[config.mk]
export PLATFORM = sky130hd
export DESIGN_NAME = sgc_gcd
export DESIGN_NICKNAME = d
export VERILOG_FILES = /design/src/hdl/sgc_pkg.sv /design/src/hdl/sgc_gcd.sv
export SDC_FILE = /design/constraint.sdc
export NUM_CORES = 1
export LEC_CHECK = 0
export BUFFER_PORTS_ARGS = -buffer_cell sky130_fd_sc_hd__buf_4
export CAP_MARGIN = 5
export CORE_ASPECT_RATIO = 1.5
export CORE_MARGIN = 8
export CORE_UTILIZATION = 55
export CTS_BUF_LIST = sky130_fd_sc_hd__clkbuf_8
export DETAILED_ROUTE_END_ITERATION = 10
export PLACE_DENSITY = 0.81
export SLEW_MARGIN = 20
export SYNTH_ARGS = -nofsm -noshare
export SYNTH_HDL_FRONTEND = slang
export SYNTH_SLANG_ARGS = --single-unit
export TNS_END_PERCENT = 30
[constraint.sdc]
create_clock -name clk -period 5.1 [get_ports clk]
set_input_delay 0.765 -clock clk [delete_from_list [all_inputs] [get_ports clk]]
set_output_delay 0.765 -clock clk [all_outputs]
set_load 0.01 [all_outputs]
[src/hdl/sgc_pkg.sv]
// sgc_pkg: shared types and constants of the subset gcd counter
// used by sgc_gcd, subset_gcd_count and subset_gcd_count_test; no dependencies
package sgc_pkg;
	localparam int VALUE_LIMIT = 1024;
	localparam int IDX_W = $clog2(VALUE_LIMIT);
	localparam int VAL_W = 10;
	localparam int CNT_W = 30;
	localparam int SHIFT_W = $clog2(VAL_W);
	localparam logic [CNT_W:0] COUNT_MODULUS = 31'd1000000007;

	typedef enum logic [3:0] {
		ST_CLEAR,
		ST_IDLE,
		ST_RDJ,
		ST_LATJ,
		ST_GCD,
		ST_RDG,
		ST_ADD,
		ST_RDGOAL,
		ST_OUT
	} state_t;

	typedef struct packed {
		logic done;
		logic [VAL_W-1:0] g;
	} gcd_res_t;
endpackage

[src/hdl/sgc_gcd.sv]
// sgc_gcd: multi-cycle binary gcd unit, one halving or subtract step per cycle
// depends on sgc_pkg
module sgc_gcd (
	input  logic clk,
	input  logic arst_n,
	input  logic start,
	input  logic [sgc_pkg::VAL_W-1:0] a,
	input  logic [sgc_pkg::VAL_W-1:0] b,
	output sgc_pkg::gcd_res_t res
);
	logic run_q;
	logic [sgc_pkg::VAL_W-1:0] a_q, b_q;
	logic [sgc_pkg::SHIFT_W-1:0] k_q;
	logic fin;

	assign fin = run_q && (a_q == '0 || b_q == '0);
	assign res.done = fin;
	assign res.g = (a_q | b_q) << k_q;

	always_ff @(posedge clk or negedge arst_n) begin
		if (!arst_n) begin
			run_q <= 1'b0;
		end else if (start) begin
			run_q <= 1'b1;
		end else if (fin) begin
			run_q <= 1'b0;
		end
	end

	always_ff @(posedge clk) begin
		if (start) begin
			a_q <= a;
			b_q <= b;
			k_q <= '0;
		end else if (run_q && !fin) begin
			priority if (!a_q[0] && !b_q[0]) begin
				a_q <= a_q >> 1;
				b_q <= b_q >> 1;
				k_q <= k_q + 1'b1;
			end else if (!a_q[0]) begin
				a_q <= a_q >> 1;
			end else if (!b_q[0]) begin
				b_q <= b_q >> 1;
			end else if (a_q >= b_q) begin
				a_q <= a_q - b_q;
			end else begin
				b_q <= b_q - a_q;
			end
		end
	end
endmodule

# Word-level counts from Yosys, hierarchy flattened
# Cells that the tools add are included.
[totals] wordCells=45 output_inout_bits=11 reg_bits=25 in_bits=23
[classes] n_eq_ne=3 n_shift=1 n_addsub=3 muxes=14 bitwise=1 n_reduce_logical=16 magnitude_cmp=1
[op_table] op="$mux W10" count=12
[op_table] op="$logic_not A10 Y1" count=2
[op_table] op="$sub A10 B10 Y10" count=2
[op_table] op="$ge A10 B10 Y1" count=1
[op_table] op="$or A10 B10 Y10" count=1
[op_table] op="$shl A10 B4 Y10" count=1
[op_table] op="$ne A4 B2 Y1 const B" count=2
[op_table] op="$reduce_and A3 Y1" count=2
[op_table] op="$add A4 B1 Y4 const B" count=1
[op_table] op="$ne A4 B4 Y1 const B" count=1
[op_table] op="$reduce_and A2 Y1" count=2
[op_table] op="$reduce_bool A2 Y1" count=2
[op_table] op="$logic_and A1 B1 Y1" count=3
[op_table] op="$logic_not A1 Y1" count=3
[op_table] op="$reduce_bool A3 Y1" count=1
[op_table] op="$mux W1" count=2
[op_table] op="$logic_or A1 B1 Y1" count=1

# Logic depth before layout (Yosys ltp)
[logic_depth] word_depth=7 ltp_mapped=11 ltp_nobuf=10

# Worst setup path after synthesis
# Ideal clock, no wire load.
[synth_path] kind="reg2reg" from="register a_q[0] (netlist name)" to="register b_q[1] (netlist name) (enable)" required_ns=4.710 setup_slack_ns=1.725 synth_period_minus_slack_ns=3.375 n_path_buf=0 path_stages_with_launch=11 t_arrival_ns=2.985 setup_time_ns=0.390 cell_sequence="edfxtp_1 inv_2 ha_1 inv_1 fa_1 nor2b_1 o311a_1 o31a_2 nor3_2 nor2_1 o31ai_1"
[synth_between] elab_chain_len=7 elab_cells_between_ends=12 classes_between="1 x order compare; 1 x eq/ne; 10 x reduce/logical"
[synth_rtl] element="start: declaration" line="sgc_gcd.sv:12" text="logic [sgc_pkg::VAL_W-1:0] a_q, b_q;"
[synth_rtl] element="start signal: assignment" line="sgc_gcd.sv:37" text="a_q <= a_q >> 1;"
[synth_rtl] element="start signal: assignment" line="sgc_gcd.sv:41" text="a_q <= a_q >> 1;"
[synth_rtl] element="start signal: assignment" line="sgc_gcd.sv:45" text="a_q <= a_q - b_q;"
[synth_rtl] element="branches (longest 6 deep; another with $ge A10 B10 Y1)"
[synth_rtl] element="$reduce_and A3 Y1 (no source line) (*)"
[synth_rtl] element="end signal: assignment" line="sgc_gcd.sv:38" text="b_q <= b_q >> 1;"
[synth_rtl] element="end signal: assignment" line="sgc_gcd.sv:43" text="b_q <= b_q >> 1;"
[synth_rtl] element="end signal: assignment" line="sgc_gcd.sv:47" text="b_q <= b_q - a_q;"
[synth_rtl] element="end: declaration" line="sgc_gcd.sv:12"
# Every way passes the cells marked *.
# A chain may end at the register's enable or synchronous reset.

# Worst setup path after layout
[layout_path] from="register a_q[0] (netlist name)" to="register b_q[3] (netlist name) (enable)"
# Same word-level chain as after synthesis.

==> impl_metrics.toml <==
[floorplanning]
num_rows = 31
fp.coreArea_sq_um = 4810
die_x_um = 73.34
start_util = 0.5640
dieArea_sq_um = 7481
io_pins = 34
dieHeight_um = 102.0

[grt]
antenna_found_initial = 0
grtUsageMet2 = 0.3932
top_usage_layer = "met2"
grt_max_degree = 34
grt_pass1_wl_um = 12040
use_met1 = 0.2018
met3_usage = 0.02750
grt_usage = 0.2051
grt_pass1_vias = 2572
grt-ovfl-total = 0

[routing]
wl_um = 7387
vias_per_cell = 6.032
drt_first_pass_iters = 4
wire_per_inst_um = 18.06
vias = 2467
dr.first_iter.drc_count = 151
postRouteAntennaNets = 0
drc = 0

[worst_setup_path]
endpoint_kind = "flip-flop"
reg2reg_depth = 11
critical_path.max_fanout = 9
cp-start-kind = "flip-flop"
required_ps = 5100
path_class = "flip-flop to flip-flop"
r2r_start = "a_q[0]$_DFFE_PP_"
crit_arrival_ps = 3260
reg2reg_slack_ps = 1840
critical_path.reg2reg.endpoint = "b_q[3]$_DFFE_PP_"

[clock_network]
cts_hold_buffers = 0
clkSinkCount = 25
cts_buffer_depth = 2
cts-resized-gates = 0
insertion_delay_ps = 280
htreeDepth = 1
cts_root_buffer = "clkbuf_8"
cts_setup_buffers = 0
clk_pin_slew_ps = 100
cts_tree = "yes"
numCtsBuffers = 3

[final_layout]
diodes = 0
syn2layout_area_growth_pct = 11.12
drive_gt1_frac = 0.1399
final_cell_mix = "34 x buf_4, 33 x inv_1, 31 x ha_1"
layout_commonest_cell = "buf_4"
postLayoutCoreUtil = 0.6267
nets = 400

[timing]
slew_headroom = 0.4462
worstMarginPinSlew_ps = 830.7
skew_ps = 4.147
rsz0062_at_grt = "no"
setup_slack_ps = 1840
finalCritPeriodShare = 0.6392
max_freq_mhz = 306.8
setup-tns-final_ps = 0
slew_violations = 0
setup_viol = 0
period_minus_slack_ps = 3260
hold_viol_final = 0

[synth]
ys_seq_area_frac = 0.2601
synth.avg_cell_area_sq_um = 8.398
synthArstFlopShare = 0.04000
synth_top_area_share = 0.2214
synth_area_leaders = "edfxtp_1 22%, ha_1 14%, inv_1 4.6%"
synth_seq_cells = 25
yosys.area.top_type = "edfxtp_1"
synth-edff-count = 20
yosysWarnings = 0
netlist_area_sq_um = 2713
synthDistinctLibCells = 61
synth_fp_nets = 379
syn_inst = 323
ys.flop_type = "edfxtp_1"

[outcome]
status = "finished, final reports clean"

[place]
hpwl_um = 5952
dp_slack_ps = 2000
io_buffers = 33
globalplace.congestion = 0.9540

[run]
drv_cap = 0

[worst_hold_path]
hp-class = "primary input to asynchronous set/reset pin"
-- worst max-delay path by stage --
stage / slack (ps) / cells past startpoint / start / endpoint
final: 1840 / 11 / a_q[0]$_DFFE_PP_ / b_q[3]$_DFFE_PP_
after global routing: 1740 / 11 / a_q[0]$_DFFE_PP_ / b_q[2]$_DFFE_PP_
after CTS: 1870 / 11 / a_q[0]$_DFFE_PP_ / b_q[9]$_DFFE_PP_
after detailed placement: 2000 / 11 / a_q[0]$_DFFE_PP_ / b_q[7]$_DFFE_PP_
after global placement: 2080 / 11 / a_q[0]$_DFFE_PP_ / b_q[7]$_DFFE_PP_
after floorplan: 1730 / 10 / a_q[0]$_DFFE_PP_ / b_q[1]$_DFFE_PP_
-- critical path, stage by stage (launching register included) --
cell,delay (ps)
edfxtp_1,510
inv_2,120
ha_1,160
inv_1,50
fa_1,410
nor2b_1,160
o311a_1,330
o31a_2,380
nor3_2,220
nor2_1,80
o31ai_1,310
buf_4,240
-- registers in the layout, summed over array words and instances (netlist names) --
signal,count
a_q,10
b_q,10
k_q,4
run_q,1
-- per-layer routing --
metal / share of wire / vias up
met5: 0 / -
met4: 0.044 / 0
met3: 0.049 / 24
met2: 0.54 / 75
met1: 0.36 / 1165
li1: - / 1203
-- synth_stat cells, drive strengths merged (2+ instances only) --
| cell type | instances |
|---|---|
| o221ai | 3 |
| nor4b | 2 |
| nor2b | 8 |
| a311oi | 2 |
| dfxtp | 4 |
| buf | 6 |
| nand4 | 3 |
| ha | 31 |
| o21ai | 26 |
| nand2 | 21 |
| or3 | 7 |
| edfxtp | 20 |
| clkinv | 2 |
| a211oi | 9 |
| a22oi | 13 |
| xor2 | 4 |
| xnor2 | 11 |
| a21boi | 2 |
| o22ai | 3 |
| nand2b | 6 |
| clkbuf | 12 |
| o21bai | 3 |
| nor3b | 2 |
| mux2 | 2 |
| mux2i | 7 |
| nor3 | 14 |
| nor4 | 6 |
| nand3 | 2 |
| a21oi | 18 |
| o21a | 2 |
| nor2 | 18 |
| fa | 2 |
| inv | 34 |
-- kinds of logic (layout without fill, tap and decap cells) --
group,Yosys count,in the layout,share of synthesized area
AOI/OAI and AO/OA,95,95,0.2311
xor gates and xnor gates,15,15,0.04843
adders and majority gates,33,33,0.1577
buffers and inverters,54,74,0.08118
DFF,25,25,0.2601
muxes,10,10,0.04244
and+or+nand+nor,91,91,0.1790
-- cell type report --
cell class,instances,area [sq um]
Multi-Input combinational cell,244,1787
Tap cell,66,82.58
Clock buffer,3,41.29
Sequential cell,25,705.7
Clock inverter,1,7.507
Inverter,36,135.1
Fill cell,477,1795
Timing Repair Buffer,34,255.2
-- per-stage QoR --
step / instance area, sq um / cells / hold slack [ps]
finish: 3014 / 409 / 233.5
global route: 3014 / 409 / 225.5
CTS: 3014 / 409 / 235.7
detailed placement: 2965 / 405 / 541.8
global placement: 2965 / 405 / 542.8
floorplan: 2713 / 323 / 469.4
Power is left out: the tool's default activity adds up to more than one toggle a clock period on the data nets, which glitch-free logic cannot reach.
